## config.mk

```make
export PLATFORM = sky130hd
export DESIGN_NAME = vrsc_clip
export DESIGN_NICKNAME = d
export VERILOG_FILES = /design/src/rtl/vrsc_pkg.sv /design/src/rtl/vrsc_clip.sv
export SDC_FILE = /design/constraint.sdc
export NUM_CORES = 1
export LEC_CHECK = 0
export BUFFER_PORTS_ARGS = -buffer_cell sky130_fd_sc_hd__buf_2
export CAP_MARGIN = 20
export CELL_PAD_IN_SITES_DETAIL_PLACEMENT = 1
export CELL_PAD_IN_SITES_GLOBAL_PLACEMENT = 1
export CORE_UTILIZATION = 30
export DETAILED_ROUTE_END_ITERATION = 10
export PLACE_DENSITY_LB_ADDON = 0.1
export SLEW_MARGIN = 10
export SYNTH_ARGS = -nofsm -noshare
export SYNTH_HDL_FRONTEND = slang
export SYNTH_SLANG_ARGS = --single-unit
```

## constraint.sdc

```tcl
create_clock -name vclk -period 6.2
set_input_delay 0 -clock vclk [all_inputs]
set_output_delay 0 -clock vclk [all_outputs]
set_load 0.005 [all_outputs]
```

## src/rtl/vrsc_pkg.sv

```systemverilog
// ----------------------------------------------------------------------------
// vrsc_pkg
// widths, register codes and divider cell record for the rectangle scaler
// ----------------------------------------------------------------------------
`default_nettype none
package vrsc_pkg;
	localparam int CB     = 14;          // coordinate bits
	localparam int QW     = CB + 1;      // quotient and divisor width
	localparam int PW     = 2 * CB;      // product width
	localparam int DW     = 2 * CB + 2;  // dividend width
	localparam int NCELL  = QW;          // one quotient bit per cell
	localparam int NLANE  = 4;
	localparam int ADDR_W = 4;
	localparam int DATA_W = 32;

	localparam int LANE_X = 0;
	localparam int LANE_T = 1;
	localparam int LANE_W = 2;
	localparam int LANE_H = 3;

	typedef enum logic [1:0] {
		REG_TW = 2'd0,
		REG_TH = 2'd1,
		REG_SW = 2'd2,
		REG_SH = 2'd3
	} reg_idx_t;

	typedef struct packed {
		logic          ovf;
		logic [QW-1:0] rem;
		logic [QW-1:0] low;
		logic [QW-1:0] quo;
	} div_t;
endpackage
`default_nettype wire

```

## src/rtl/vrsc_clip.sv

```systemverilog
// ----------------------------------------------------------------------------
// vrsc_clip
// clamp, clip to target edge, bottom-origin flip and full-target fallback
// ----------------------------------------------------------------------------
`default_nettype none
module vrsc_clip (
	input  wire logic [vrsc_pkg::CB-1:0] tw,
	input  wire logic [vrsc_pkg::CB-1:0] th,
	input  wire logic [vrsc_pkg::CB-1:0] sw,
	input  wire logic [vrsc_pkg::CB-1:0] sh,
	input  wire vrsc_pkg::div_t          qx,
	input  wire vrsc_pkg::div_t          qt,
	input  wire vrsc_pkg::div_t          qw,
	input  wire vrsc_pkg::div_t          qh,
	output logic [vrsc_pkg::CB-1:0]      out_x,
	output logic [vrsc_pkg::CB-1:0]      out_bottom,
	output logic [vrsc_pkg::CB-1:0]      out_width,
	output logic [vrsc_pkg::CB-1:0]      out_height
);
	localparam int CB = vrsc_pkg::CB;
	localparam int QW = vrsc_pkg::QW;

	logic          full;
	logic [QW:0]   x_end;
	logic [QW:0]   t_end;
	logic [CB-1:0] wc;
	logic [CB-1:0] hc;

	always_comb begin
		full = (tw == '0) || (th == '0) || (sw == '0) || (sh == '0) ||
			qx.ovf || qt.ovf ||
			(qx.quo >= {1'b0, tw}) || (qt.quo >= {1'b0, th});
		x_end = {1'b0, qx.quo} + {1'b0, qw.quo};
		t_end = {1'b0, qt.quo} + {1'b0, qh.quo};
		// size past the edge is cut to end at the edge
		if (qw.ovf || (x_end > {2'b00, tw})) begin
			wc = tw - qx.quo[CB-1:0];
		end else begin
			wc = qw.quo[CB-1:0];
		end
		if (qh.ovf || (t_end > {2'b00, th})) begin
			hc = th - qt.quo[CB-1:0];
		end else begin
			hc = qh.quo[CB-1:0];
		end
		if (full || (wc == '0) || (hc == '0)) begin
			out_x      = '0;
			out_bottom = '0;
			out_width  = tw;
			out_height = th;
		end else begin
			out_x      = qx.quo[CB-1:0];
			out_bottom = th - (qt.quo[CB-1:0] + hc);
			out_width  = wc;
			out_height = hc;
		end
	end
endmodule
`default_nettype wire

```

Yosys cells after proc, flatten, opt, wreduce, memory -nomap -nowiden
Index checks and enable logic that the tools add are counted.

storage, ports and cells
  register bits = 0
  word-level logic and storage cells = 33
  output and inout bits = 56
  input port bits = 240

operators by class
  multiplexer cells = 6
  magnitude comparators = 4
  add/sub/neg operators = 6
  reductions and logical operators = 17

operator list
  kind              number
  $logic_not 14->1  6
  $mux 14           6
  $sub 14x14->14    3
  $add 15x15->16    2
  $gt 16x14->1      2
  $ge 15x14->1      2
  $add 14x14->14    1
  $logic_or 1x1->1  11

Logic depth before layout (Yosys ltp)
  depth after elaboration = 11
  gate-level depth with buffers = 29
  depth with buffers taken out = 29

Worst setup path before layout
OpenSTA, ideal clock, no wires.

  path type = in2out
  from = in qt[0] in the netlist's numbering
  to = out out_bottom[12] in the netlist's numbering
  path buffers = 1
  required time = 6.200 ns
  setup slack = 0.191 ns
  arrival time = 6.009 ns
  cell stages on the path = 28
  cell sequence = ha_1 inv_1 fa_1 nor2b_1 o31a_1 o21ai_0 o21ai_0 xor2_1 ha_1 nand4_1 or2_2 o32a_1 o31a_1 a2111oi_0 o21ai_1 clkbuf_1 mux2i_1 fa_1 ha_1 a21o_1 a21o_1 a21o_1 a21o_1 a21oi_1 o21ai_0 o41ai_1 xor2_1 nor3_1

between the ends
  longest elaborated chain between the ends = 7
  elaborated cells on any way between the ends = 13
  classes of those cells = add/sub: 4; order compare: 2; mux: 2; reduce/logical: 5

ends and longest elaborated chain
  what                                                line                              source
  start: declaration                                  vrsc_clip.sv:12                   input wire vrsc_pkg::div_t qt,
  $add 15x15->16                                      vrsc_clip.sv:34                   t_end = {1'b0, qt.quo} + {1'b0, qh.quo};
  $gt 16x14->1                                        vrsc_clip.sv:41                   if (qh.ovf || (t_end > {2'b00, th})) begin
  $logic_or 1x1->1                                    vrsc_clip.sv:41
  $mux 14                                             vrsc_clip.sv:41
  $add 14x14->14 or $logic_not 14->1 (tied branches)  vrsc_clip.sv:53, vrsc_clip.sv:46
  $sub 14x14->14 or $logic_or 1x1->1 (tied branches)  vrsc_clip.sv:53, vrsc_clip.sv:46
  $mux 14 (*)                                         vrsc_clip.sv:46                   if (full || (wc == '0) || (hc == '0)) begin
  end: declaration                                    vrsc_clip.sv:16                   output logic [vrsc_pkg::CB-1:0] out_bottom,

Every way passes the cells marked *; elsewhere a longest branch is shown, timed or not.

Final worst setup path
  from = in qt[1] in the netlist's numbering
  to = out out_bottom[12] in the netlist's numbering

Same word-level chain as after synthesis.

==> results_dict.tcl <==
set metrics [dict create \
    outcome "finished, final reports clean" \
    power.density_nw_per_um2 157 \
    grt_max_degree 26 \
    crit_top_cell "a21o_1" \
    drc 0 \
    dieArea_um2 20100 \
    grt_pass1_vias 6764 \
    ys_types 61 \
    fillCellCount 2435 \
    row_count 50 \
    maxCapViolations 0 \
    ctsHoldBuffers 0 \
    wl_met2_um 10500 \
    overflow 0 \
    drtIter0Drc 257 \
    floorplan.initialDensity 0.310 \
    hold_start "qx[13]" \
    die_w_um 142 \
    fmax_ghz 0.169 \
    stdcell_count 1275 \
    synth_top_area_cell "ha_1" \
    tightest_slew_ps 1010 \
    p_leak_nw 3.88 \
    cp_slowest_cell "fa_2" \
    yosysTopAreaCellShare 0.271 \
    slew_violations 0 \
    yosysMostFrequentCell "ha_1" \
    fin_crit_ps 5920 \
    criticalPathCategory "primary input to output port" \
    core_um2 18900 \
    yosysWarningCount 0 \
    fin_tns_setup_ps 0 \
    finish.utilization 0.413 \
    grtUsageTotal 0.240 \
    io_buffers 176 \
    relSlewSlack 0.330 \
    dp_cells 1264 \
    die_h_um 142 \
    seq_cell_count 0 \
    m1WireLength_um 12900 \
    regArea_um2 0 \
    ys_seq_area_frac 0 \
    grt_pass1_wl_um 37500 \
    critPathLaunch "qt[1]" \
    routabilityCongestion 0.895 \
    hpwl_um 21600 \
    first_pass_iters 4 \
    top_layer_used "met4" \
    setup_viol 0 \
    syn2layout_area_growth_pct 33.1 \
    synth_nets 1164 \
    placed_area_um2 7480 \
    via_per_inst 5.34 \
    cp_slowest_stage_delay_ps 360 \
    final_area_um2 7800 \
    antenna_cells 0 \
    cp-start-kind "primary input" \
    routedWlPerCell_um 19.4 \
    syn-instance-count 780 \
    critPathArrivalTime_ps 5920 \
    avgSynthCellArea_um2 7.51 \
    wl_um 24700 \
    ant_nets 0 \
    wl_met3_um 1260 \
    num_vias 6809 \
    nClkBuffers 0 \
    synth_common_cells "ha_1 (127), inv_1 (82), a21oi_1 (63)" \
    min_path_type "primary input to output port" \
    max-vdd-ir-drop_mv 0.0862 \
    synth.area.top_cells "ha_1 (27%), mux2i_1 (7.2%), fa_1 (5.8%)" \
    worstPathRequired_ps 6200 \
    antenna_found_initial 1 \
    period_share 0.955 \
    synth_area_um2 5860 \
    drive_above_1_share 0.298 \
    fin_nets 1401 \
    setup.worst_path.end_class "output port" \
    crit_fanout 4 \
    hold_viol_final 0 \
    io_pins 296 \
]
[cells by family (layout without fill, tap and decap cells)]
group	count (synthesis)	count (layout)	share of synthesized area
fa+ha+maj	144	144	0.329
compound gates	203	203	0.229
buf+inv	97	332	0.0643
simple gates	236	236	0.216
xor+xnor	52	52	0.0777
mux	48	48	0.0839
[layout make-up]
cell class	count	area, um^2	share of cell area
inverters	82	308	0.0395
multi-input cells	683	5730	0.735
well taps	260	325	0.0417
repair buffers	250	1440	0.184
[path summary, 6_finish.rpt]
kind,endpoint,slack [ps],depth (start not counted)
worst max-delay path,out_bottom[12],280,30
worst min-delay path,out_x[13],330,3
[through the flow]
stage | power (mW) | hold WS, ps | setup WS, ps
after floorplan | 0.678 | 102 | 191
after CTS | 1.17 | 341 | 0.568
after global placement | 1.09 | 339 | -228
final | 1.22 | 332 | 279
after global routing | 1.35 | 360 | -9.62
after detailed placement | 1.09 | 341 | -548
[layer usage]
| metal | up-vias | global-route usage |
|---|---|---|
| li1 | 3370 | - |
| met1 | 3243 | 0.368 |
| met2 | 192 | 0.376 |
| met3 | 4 | 0.0223 |
| met4 | 0 | 0.00453 |
| met5 | - | 0 |
[report_power, final]
part | leakage, nW | switching [mW] | internal, mW | total, mW
clock network | 0 | 0 | 0 | 0
logic | 3.88 | 0.646 | 0.578 | 1.22
registers | 0 | 0 | 0 | 0
[critical path: cells and delay by family]
kind	cells	cell delay, ps
xor+xnor	2	320
simple gates	2	210
buf+inv	5	670
mux	1	350
compound gates	16	3140
fa+ha+maj	4	1210
[layout by cell type, fill, tap and decap left out, types with 4 or more instances in the layout]
cell type  synthesis  routed
mux2_2             5       5
fa_1              17      15
nor3_1            38      38
o21bai_1           5       5
a221oi_1           5       5
ha_4               0       4
nand4b_1           4       4
nor4_1            22      22
nand2_1           28      28
o21ai_0           36      29
or2_2              6       5
xnor2_1           37      36
a211oi_1           6       6
o2111ai_1          7       7
or4_1              9       9
a21o_1            21      21
o21ai_2            0       5
nor2b_1           12      11
o31a_1             5       5
nor2_1            53      53
inv_1             82      81
a2111oi_0          6       5
nand2b_1           7       7
nand3_1           12      12
buf_2              4     176
a31oi_1            6       6
and3_1             5       5
and2_1             8       8
mux2i_1           42      37
xor2_1            15      15
buf_4              0      74
a21oi_1           63      56
nand4_1           15      15
o21a_1            12      11
o211ai_1           7       7
a21oi_2            0       6
o21ai_1            2       4
or3_1              6       5
ha_1             127     120
[timing repair]
action	CTS	global route
pin swaps	22	22
hold endpoints to repair	0	0
gates resized for setup	36	16
endpoints found under the setup margin	6	5
setup buffers	7	4
(Power assumes the default switching activity.)
