File: src/rtl/vrsc_pkg.sv
// ----------------------------------------------------------------------------
// vrsc_pkg
// widths, register codes and divider cell record for the rectangle scaler
// ----------------------------------------------------------------------------
`default_nettype none
package vrsc_pkg;
	localparam int CB     = 14;          // coordinate bits
	localparam int QW     = CB + 1;      // quotient and divisor width
	localparam int PW     = 2 * CB;      // product width
	localparam int DW     = 2 * CB + 2;  // dividend width
	localparam int NCELL  = QW;          // one quotient bit per cell
	localparam int NLANE  = 4;
	localparam int ADDR_W = 4;
	localparam int DATA_W = 32;

	localparam int LANE_X = 0;
	localparam int LANE_T = 1;
	localparam int LANE_W = 2;
	localparam int LANE_H = 3;

	typedef enum logic [1:0] {
		REG_TW = 2'd0,
		REG_TH = 2'd1,
		REG_SW = 2'd2,
		REG_SH = 2'd3
	} reg_idx_t;

	typedef struct packed {
		logic          ovf;
		logic [QW-1:0] rem;
		logic [QW-1:0] low;
		logic [QW-1:0] quo;
	} div_t;
endpackage
`default_nettype wire

File: src/rtl/vrsc_div_cell.sv
// ----------------------------------------------------------------------------
// vrsc_div_cell
// one restoring division step, registered, producing one quotient bit
// ----------------------------------------------------------------------------
`default_nettype none
module vrsc_div_cell (
	input  wire logic                    clk,
	input  wire logic                    en,
	input  wire logic [vrsc_pkg::QW-1:0] divisor,
	input  wire vrsc_pkg::div_t          d_in,
	output vrsc_pkg::div_t               d_out
);
	logic [vrsc_pkg::QW:0]   trial;
	logic [vrsc_pkg::QW:0]   diff;
	logic                    ge;
	vrsc_pkg::div_t          d_nxt;
	vrsc_pkg::div_t          d_q;

	always_comb begin
		trial = {d_in.rem, d_in.low[vrsc_pkg::QW-1]};
		diff  = trial - {1'b0, divisor};
		ge    = trial >= {1'b0, divisor};
		d_nxt.ovf = d_in.ovf;
		d_nxt.rem = ge ? diff[vrsc_pkg::QW-1:0] : trial[vrsc_pkg::QW-1:0];
		d_nxt.low = {d_in.low[vrsc_pkg::QW-2:0], 1'b0};
		d_nxt.quo = {d_in.quo[vrsc_pkg::QW-2:0], ge};
	end

	always_ff @(posedge clk) begin
		if (en) begin
			d_q <= d_nxt;
		end
	end

	assign d_out = d_q;
endmodule
`default_nettype wire

File: config.mk
export PLATFORM = sky130hd
export DESIGN_NAME = vrsc_div_cell
export DESIGN_NICKNAME = d
export VERILOG_FILES = /design/src/rtl/vrsc_pkg.sv /design/src/rtl/vrsc_div_cell.sv
export SDC_FILE = /design/constraint.sdc
export NUM_CORES = 1
export LEC_CHECK = 0
export ABC_AREA = 1
export CORE_MARGIN = 1.5
export CORE_UTILIZATION = 40
export DETAILED_ROUTE_END_ITERATION = 8
export DONT_BUFFER_PORTS = 1
export PLACE_DENSITY = 0.61
export SETUP_SLACK_MARGIN = 0.1
export SLEW_MARGIN = 30
export SYNTH_ARGS = -nofsm -noshare
export SYNTH_HDL_FRONTEND = slang
export SYNTH_SLANG_ARGS = --single-unit
File: constraint.sdc
create_clock -name clk -period 5.2 [get_ports clk]
set_clock_uncertainty 0.2 [all_clocks]
set_input_delay 0.78 -clock clk [delete_from_list [all_inputs] [get_ports clk]]
set_output_delay 0.78 -clock clk [all_outputs]
set_load 0.01 [all_outputs]
# Word-level counts from Yosys, hierarchy flattened

Index checks and enable logic that the tools add are counted.
Widths: inputs -> output; s select.

Input port bits: 63
Bits in registers: 45
Word-level logic and storage cells: 7

Add/subtract/negate cells: 1
$lt $le $gt $ge: 1
Multiplexer cells: 1

Operators by type and width:

| operator       | count |
|---|---|
| $ge 16x15->1   | 1 |
| $mux 15        | 1 |
| $sub 15x15->15 | 1 |

# Depth between registers and ports, before layout

Gate-level depths: netlist (run 1).

Depth in word-level cells: 2
Gate-level depth with buffers: 13

# Worst setup path before layout (run 1)

OpenSTA, ideal clock, no wires.

Kind: input -> register
From: input d_in[29] (netlist bit)
To: register d_q (netlist bit d_out[43]) (data pin)
Data required time: 4747 ps
Arrival time: 2101 ps
Path slack: 2645 ps
Stages on the path: 12
Path through: inv_1 -> ha_1 -> fa_1 -> inv_1 -> nand2_1 -> nand2_1 -> nand3_2 -> nand3_2 -> nand2_4 -> buf_4 -> nand3_1 -> nand2_1

RTL lines:

| item                 | line                | RTL |
|---|---|---|
| start, declared      | vrsc_div_cell.sv:10 | `input wire vrsc_pkg::div_t d_in,` |
| end signal, assigned | vrsc_div_cell.sv:31 | `d_q <= d_nxt;` |
| end, declared        | vrsc_div_cell.sv:17 | `vrsc_pkg::div_t d_q;` |

==> results of run 1 <==
[per-stage QoR]
| step | hold WS (ps) | utilization |
|---|---|---|
| 2_1_floorplan | 678.9 | - |
| 3_3_place_gp | 678.9 | 0.4228 |
| 3_5_place_dp | 678.9 | 0.4228 |
| 4_1_cts | 364.2 | 0.4391 |
| 5_1_grt | 356.0 | 0.4391 |
| 6_report | 377.7 | 0.4391 |
[path summary, 6_finish.rpt]
path	endpoint	slack, ps	depth (start not counted)
hold / removal	d_out[12]$_DFFE_PP_	380	0
setup / recovery	d_out[31]$_DFFE_PP_	2740	11
[critical path, stage by stage]
cell,delay [ps]
inv_1,30
ha_1,200
fa_1,370
inv_1,70
nand2_1,60
nand2_1,140
nand3_2,100
nand3_2,100
nand2_4,150
nand2_8,180
o21ai_0,100
[where the power goes]
| part | internal (W) | leakage, nW | switching, W |
|---|---|---|---|
| combinational | 0.0000527 | 0.841 | 0.0000905 |
| sequential | 0.000447 | 0.440 | 0.0000316 |
| clock | 0.000140 | 0.0540 | 0.000108 |
[area by class of cell]
class / count / area (um^2) / area share
clock buffers: 5 / 68.82 / 0.02454
clock inverters: 2 / 35.03 / 0.01249
inverters: 53 / 198.9 / 0.07095
multi-input cells: 181 / 1054 / 0.3757
flip-flops and latches: 45 / 1351 / 0.4819
well taps: 77 / 96.34 / 0.03436
[cells in the final DEF (no fill, tap or decap), drive strengths merged]
cell type and count:
o21ai 3, nor3 1, xnor2 1, bufinv 1
fa 1, xor2 4, clkinv 1, nand4 4
inv 53, conb 1, edfxtp 45, nand3b 2
or2 2, a21oi 6, ha 15, and2 2
clkbuf 5, nand2 91, nor2 15, nand3 33
[logic make-up after synthesis]
kind of cell / Yosys count
fa+ha+maj: 16
flops: 45
other cells: 1
simple gates: 150
compound gates: 9
xor+xnor: 5
buf+inv: 57
[metal layers]
layer / vias to the layer above / share of wire / GRT usage
met1: 760 / 0.43 / 0.1774
met5: - / 0 / 0
met2: 81 / 0.48 / 0.2480
met4: 0 / 0.0089 / 0.03130
met3: 5 / 0.083 / 0.05605
li1: 912 / - / -
==> out/qor.yml, run 1 <==
outcome:
  status: "finished clean"
synthesis:
  synth_area_per_cell_um2: 9.346
  ys_top_cells_by_area: "edfxtp_1, nand2_1, ha_1, inv_1, nand3_1"
  synth_most_common_cell: "nand2_1"
  synthesis.nets: 362
  synth.top_cell.area_share: 0.5109
  yosysWarnings: 0
  synth_top_area_cell: "edfxtp_1"
  synth-seq-area-share: 0.5109
  synth_compound_gate_area_share: 0.02129
  ys_async_sr_fraction: 0
  yosys-mux-area-fraction: 0
  synth_top_flop_cell: "edfxtp_1"
  synth_edf_count: 45
  synth_cell_types: 30
  yosys.area_share.xor_xnor: 0.01656
  synth_top_family_by_area: "simple AND/OR/NAND/NOR gates"
  synth_fa_ha_area_frac: 0.07852
  syn_area_um2: 2645
  synth-seq-cells: 45
  synth_cells: 283
  netlist_top_cells_count: "nand2_1, inv_1, edfxtp_1"
  yosys.area_share.simple: 0.2805
clocking:
  cts_tree: "yes"
  cts.clk_slew.worst_paths_ps: 90
  postCtsSetupRepairBufs: 0
  cts_resized: 0
  ctsLongestPathBuffers: 2
  cts_max_level: 2
  numCtsBuffers: 5
  clock_sinks: 45
  cts_hold_buf: 0
  cts_root_buffer: "clkbuf_8"
drt:
  drc: 0
  finalWirelength_um: 5064
  ant_nets: 0
  dr.pass1.iters: 4
  wire_per_inst_um: 13.95
  vias: 1758
  drtIter0Drc: 62
  viasPerCell: 4.843
global_routing:
  grt_max_degree: 46
  grt_pass1_vias: 1730
  grt.total_usage: 0.1462
  grt_first_pass_wirelength_um: 8224
  antenna_found_initial: 0
  overflow: 0
floorplanning:
  start_util: 0.4142
  core_area_um2: 6386
  die_h_um: 84.32
  ios: 109
  num_rows: 29
  dieArea_um2: 7109
  die_w_um: 84.32
placement:
  routabilityCongestion: 0.7776
  numPortBuffers: 0
  pre_cts_ws_ps: 2410
  dpl_cell_area_um2: 2700
  placed_cells: 356
  dp_hpwl_um: 3947
sta:
  fin_ws_ps: 2743
  timing.fmax_mhz: 407.0
  timing.final.max_slew_violations: 0
  fin_tns_setup_ps: 0
  hold_viol_final: 0
  grt_setup_unrepaired: "false"
  setup_violations: 0
  fin_crit_sh: 0.4725
  fin_crit_ps: 2457
finish:
  diodes: 0
  fin_nets: 365
  design_area_um2: 2804
  fillers: 642
  layout-drive-gt1-share: 0.1014
  final_cells: 363
  largest_reg_flops: 45
  area_delta_synth_final_pct: 6.008
run:
  maxCapViolCount: 0
worst_setup_path:
  cp.required_ps: 5050
  cp_max_fo: 18
  critPathKind: "in -> reg"
  endpoint_kind: "register"
  critPathLaunchType: "primary input"
  cp.arrival_ps: 2300
  crit_start: "d_in[29]"
min_path:
  hp-class: "in -> reg"
  hold_start: "d_in[11]"
power_and_ir_drop:
  powerDensity_nw_per_um2: 310.0
  p_leak_nw: 1.336
  total_power_w: 0.0008693
  ir_drop_v: 0.0001730
Note: power is estimated with default switching activity, not from simulation.
==> run 2: changes to the inputs <==
--- a/config.mk
+++ b/config.mk
@@ -5,7 +5,7 @@
 export SDC_FILE = /design/constraint.sdc
 export NUM_CORES = 1
 export LEC_CHECK = 0
-export ABC_AREA = 1
+export ABC_AREA = 0
 export CORE_MARGIN = 1.5
 export CORE_UTILIZATION = 40
 export DETAILED_ROUTE_END_ITERATION = 8
==> constraint.sdc (replaced) <==
create_clock -name clk -period 2.55 [get_ports clk]
set_clock_uncertainty 0.2 [all_clocks]
set_input_delay 0.3825 -clock clk [delete_from_list [all_inputs] [get_ports clk]]
set_output_delay 0.3825 -clock clk [all_outputs]
set_load 0.01 [all_outputs]
==> out/qor.yml, run 2 <==
sta:
  timing.final.max_slew_violations: 0
  hold_slack_ps: 88.50
  grt_setup_unrepaired: "true"
  fin_crit_ps: 2387
  timing.fmax_mhz: 418.9
  fin_crit_sh: 0.9362
  hold_viol_final: 0
  setup_violations: 0
floorplanning:
  core_area_um2: 5886
  die_w_um: 80.94
  ios: 109
  num_rows: 28
  dieArea_um2: 6551
  die_h_um: 80.94
  start_util: 0.4128
min_path:
  hold_start: "d_in[36]"
  hold_end: "d_out[37]$_DFFE_PP_"
  hp-class: "in -> reg"
  hold_depth: 1
synthesis:
  synth_cell_types: 41
  synth_cells: 188
  synth_top_flop_cell: "edfxtp_1"
  ys_top_cells_by_area: "edfxtp_1, ha_1, mux2_4, inv_1, mux2_2"
  synth.top_cell.area_share: 0.5561
  synth_most_common_cell: "edfxtp_1"
  synth-seq-area-share: 0.5561
  syn_area_um2: 2430
  synth_top_area_cell: "edfxtp_1"
  yosysWarnings: 0
  synth_area_per_cell_um2: 12.92
  synth_edf_count: 45
  ys_async_sr_fraction: 0
  synthesis.nets: 267
  netlist_top_cells_count: "edfxtp_1, inv_1, ha_1"
  synth-seq-cells: 45
finish:
  area_delta_synth_final_pct: 31.46
  layout_commonest_cell: "edfxtp_1"
  utilization: 0.5427
  final_cells: 322
  largest_reg_flops: 45
  layout-drive-gt1-share: 0.2551
  fin_nets: 325
  diodes: 0
  design_area_um2: 3194
  final_cell_mix: "edfxtp_1, dlygate4sd3_1, buf_4"
worst_setup_path:
  cp.arrival_ps: 2240
  critPathLaunchType: "primary input"
  cp.required_ps: 2400
  critPathKind: "in -> reg"
  endpoint_kind: "register"
  cp_max_fo: 15
drt:
  finalWirelength_um: 5037
  dr.pass1.iters: 4
  drc: 0
  ant_nets: 0
  drtIter0Drc: 56
  wire_per_inst_um: 15.64
  vias: 1613
  viasPerCell: 5.009
global_routing:
  grt_pass1_vias: 1576
  overflow: 0
  grt.total_usage: 0.1545
  antenna_found_initial: 0
  grt_first_pass_wirelength_um: 7672
  grt_max_degree: 46
clocking:
  numCtsBuffers: 5
  cts_max_level: 2
  cts.clk_slew.worst_paths_ps: 100
  cts_tree: "yes"
  ctsLongestPathBuffers: 2
  clock_sinks: 45
  cts_root_buffer: "clkbuf_8"
  postCtsSetupRepairBufs: 0
outcome:
  status: "finished clean"
run:
  maxCapViolCount: 0
power_and_ir_drop:
  powerDensity_nw_per_um2: 641.2
  ir_drop_v: 0.0002812
  p_leak_nw: 1.282
placement:
  placed_cells: 284
  numPortBuffers: 0
  dp_hpwl_um: 3631
  dpl_cell_area_um2: 2734
  routabilityCongestion: 0.8024
## run 2: cell count changes after synthesis, moves of 4 or more
cell	previous run	this run
o21a_1	0	4
nand2_1	86	13
o21ai_0	2	6
inv_2	5	0
nand2b_1	0	4
mux2_2	0	6
nand3_1	27	4
mux2_4	0	6
nand3_2	6	0
xnor2_1	1	7
inv_1	48	19
## run 2: per-layer routing
layer  GRT usage  routed length [um]  vias to the layer above
met3     0.03371                 257                       13
met1      0.1952                2260                      723
met4     0.06724                 131                        0
met5           0                   0                        -
met2      0.2533                2386                       63
li1            -                   -                      814
## run 2: metrics by stage
| stage | TNS [ps] | setup WS, ps | total power (W) |
|---|---|---|---|
| 2_1_floorplan | -461.9 | -76.99 | 0.001258 |
| 3_3_place_gp | -1629 | -146.3 | 0.001353 |
| 3_5_place_dp | -1903 | -178.1 | 0.001361 |
| 4_1_cts | 0 | 142.7 | 0.002060 |
| 5_1_grt | 0 | 77.14 | 0.002147 |
| 6_report | 0 | 162.6 | 0.002048 |
## run 2: cell families after synthesis
group                      count (synthesis)  synth area share
buffers and inverters                     25           0.05304
xor gates and xnor gates                   9           0.03244
AOI/OAI and AO/OA                         38            0.1169
adders and majority gates                 16           0.08548
muxes                                     15           0.07724
other                                      1          0.001543
and+or+nand+nor                           39           0.07724
DFF                                       45            0.5561
## run 2: timing repair
item	CTS	global route
hold buffers	30	0
endpoints found under the setup margin	0	7
gates resized for setup	0	1
hold endpoints to repair	74	0
## run 2: final cells by class
cell class                      count  area [um^2]
Clock buffer                        5        68.82
Clock inverter                      3        68.82
Fill cell                         496         2691
Inverter                           19        83.83
Multi-Input combinational cell    118        994.7
Sequential cell                    45         1351
Tap cell                           75        93.84
Timing Repair Buffer               57        533.0
## run 2: worst max-delay path, cell delays in order
cell and delay (ps):
inv_12 10, ha_4 150, fa_2 380, nand2b_4 150, a21oi_2 170, o221ai_1 120
o2111ai_1 100, a311o_1 250, buf_12 180, mux2_2 350
## run 2: how the worst max path moves through the flow
stage	endpoint	start	cells after the start
finish	d_out[32]$_DFFE_PP_	d_in[29]	10
global route	d_out[34]$_DFFE_PP_	d_in[29]	10
CTS	d_out[32]$_DFFE_PP_	d_in[29]	10
detailed placement	d_out[44]$_DFFE_PP_	d_in[29]	10
global placement	d_out[35]$_DFFE_PP_	d_in[29]	10
floorplan	d_out[37]$_DFFE_PP_	d_in[29]	11
## run 2: power breakdown
part	total, W	leakage (nW)	internal [W]	switching [W]
sequential	0.000982	0.441	0.000913	0.0000689
clock	0.000651	0.0687	0.000395	0.000256
combinational	0.000415	0.773	0.000231	0.000184
==> run 3: changes to the inputs <==
--- a/config.mk
+++ b/config.mk
@@ -7,10 +7,10 @@
 export LEC_CHECK = 0
 export ABC_AREA = 0
 export CORE_MARGIN = 1.5
-export CORE_UTILIZATION = 40
+export CORE_UTILIZATION = 35
 export DETAILED_ROUTE_END_ITERATION = 8
 export DONT_BUFFER_PORTS = 1
-export PLACE_DENSITY = 0.61
+export PLACE_DENSITY = 0.56
 export SETUP_SLACK_MARGIN = 0.1
 export SLEW_MARGIN = 30
 export SYNTH_ARGS = -nofsm -noshare
==> out/qor.yml, run 3 (synthesized netlist as in run 2, its figures left out) <==
placement:
  placed_cells: 291
  routabilityCongestion: 0.7971
  dp_hpwl_um: 3730
  numPortBuffers: 0
finish:
  area_delta_synth_final_pct: 29.76
  final_cells: 330
  fillers: 618
  fin_nets: 330
  diodes: 0
  largest_reg_flops: 45
  final_cell_mix: "edfxtp_1, dlygate4sd3_1, buf_4"
  layout_commonest_cell: "edfxtp_1"
  layout-drive-gt1-share: 0.2520
power_and_ir_drop:
  seqPwrFrac: 0.545
  powerDensity_nw_per_um2: 571.0
  p_clk_frac: 0.224
  power.internal_w: 0.001326
  combPwrFrac: 0.232
  power_switching_w: 0.0004743
  p_leak_nw: 1.266
  switching_share: 0.2635
  ir_drop_v: 0.0001961
worst_setup_path:
  cp_max_fo: 5
  slowest_delay_ps: 380
  crit_end: "d_out[33]$_DFFE_PP_"
  endpoint_kind: "register"
  slowest_stage: "fa_2"
  crit_family: "compound AO/OA/AOI/OAI gates"
  cp.required_ps: 2390
  critPathLaunchType: "primary input"
  crit_start: "d_in[29]"
  worstSetupPathDepth: 10
  cp.arrival_ps: 2230
  crit_chain: "inv_12 -> ha_4 -> fa_2 -> nand2b_4 -> a21oi_2 -> o221ai_1 -> o2111ai_1 -> a311o_1 -> buf_4 -> mux2_2"
  critPathKind: "in -> reg"
  crit_buf_inv: 2
global_routing:
  grt_pass1_vias: 1649
  overflow: 0
  antenna_found_initial: 0
  grt_max_degree: 23
  grt.total_usage: 0.1408
  grt_first_pass_wirelength_um: 7907
sta:
  setup_violations: 0
  timing.final.max_slew_violations: 0
  hold_viol_final: 0
  timing.fmax_mhz: 419.1
  grt_setup_unrepaired: "false"
  fin_crit_ps: 2386
  max_slew.worst_pin.slew_ps: 573.0
  fin_tns_setup_ps: 0
  fin_crit_sh: 0.9357
  relSlewSlack: 0.6140
run:
  maxCapViolCount: 0
clocking:
  clock_sinks: 45
  cts.clk_slew.worst_paths_ps: 80
  ctsLongestPathBuffers: 2
  postCtsSetupRepairBufs: 0
  cts_max_level: 2
  numCtsBuffers: 5
  cts_tree: "yes"
  cts_root_buffer: "clkbuf_8"
drt:
  vias: 1683
  drtIter0Drc: 38
  finalWirelength_um: 5296
  viasPerCell: 5.100
  ant_nets: 0
  drc: 0
  dr.pass1.iters: 4
  wire_per_inst_um: 16.05
outcome:
  status: "finished clean"
floorplanning:
  dieArea_um2: 7451
  ios: 109
  core_area_um2: 6756
  start_util: 0.3596
  die_h_um: 86.32
  num_rows: 30
  die_w_um: 86.32
min_path:
  hp-class: "in -> reg"
  hold_start: "d_in[42]"
==> run 3: power by group through the flow <==
stage | Sequential [W] | Combinational [W] | Clock [W]
2_1_floorplan | 0.000988 | 0.000270 | 0
3_3_place_gp | 0.000999 | 0.000354 | 0
3_5_place_dp | 0.00100 | 0.000359 | 0
5_1_grt | 0.000989 | 0.000462 | 0.000446
4_1_cts | 0.000983 | 0.000419 | 0.000422
6_report | 0.000980 | 0.000417 | 0.000403
==> run 3: per-layer routing <==
metal | part of all wire | global-route usage
met5 | 0 | 0
met4 | 0.011 | 0.04839
met3 | 0.061 | 0.04095
met2 | 0.51 | 0.2443
met1 | 0.42 | 0.1663
==> run 3: per-stage QoR <==
step | utilization | hold WS [ps] | cell area [um^2] | power, W | worst slack, ps
floorplan | - | 281.4 | 2482 | 0.001258 | -76.99
global placement | 0.4059 | 281.4 | 2743 | 0.001354 | -153.8
detailed placement | 0.4059 | 281.4 | 2743 | 0.001359 | -162.4
CTS | 0.4657 | 94.03 | 3147 | 0.001824 | 149.0
global route | 0.4667 | 84.75 | 3153 | 0.001897 | 102.2
finish | 0.4667 | 102.2 | 3153 | 0.001800 | 163.9
==> run 3: layout make-up <==
cell class / instances / area, um^2 / area share
Clock buffer: 5 / 68.82 / 0.02183
Clock inverter: 1 / 5.005 / 0.001587
Inverter: 19 / 83.83 / 0.02659
Multi-Input combinational cell: 118 / 997.2 / 0.3163
Sequential cell: 45 / 1351 / 0.4286
Tap cell: 80 / 100.1 / 0.03175
Timing Repair Buffer: 62 / 546.8 / 0.1734
==> run 3: worst min path at each step <==
stage                                      to  slack (ps)  depth (start not counted)
final                     d_out[43]$_DFFE_PP_         100                          1
after global routing      d_out[39]$_DFFE_PP_          80                          1
after CTS                 d_out[37]$_DFFE_PP_          90                          1
after detailed placement   d_out[6]$_DFFE_PP_         280                          0
after global placement    d_out[27]$_DFFE_PP_         280                          0
after floorplan           d_out[10]$_DFFE_PP_         280                          0
==> run 3: what timing repair did <==
action	in CTS	in global routing
endpoints found under the setup margin	0	4
hold endpoints to repair	51	0
resized for setup	0	2
hold buffers	33	0
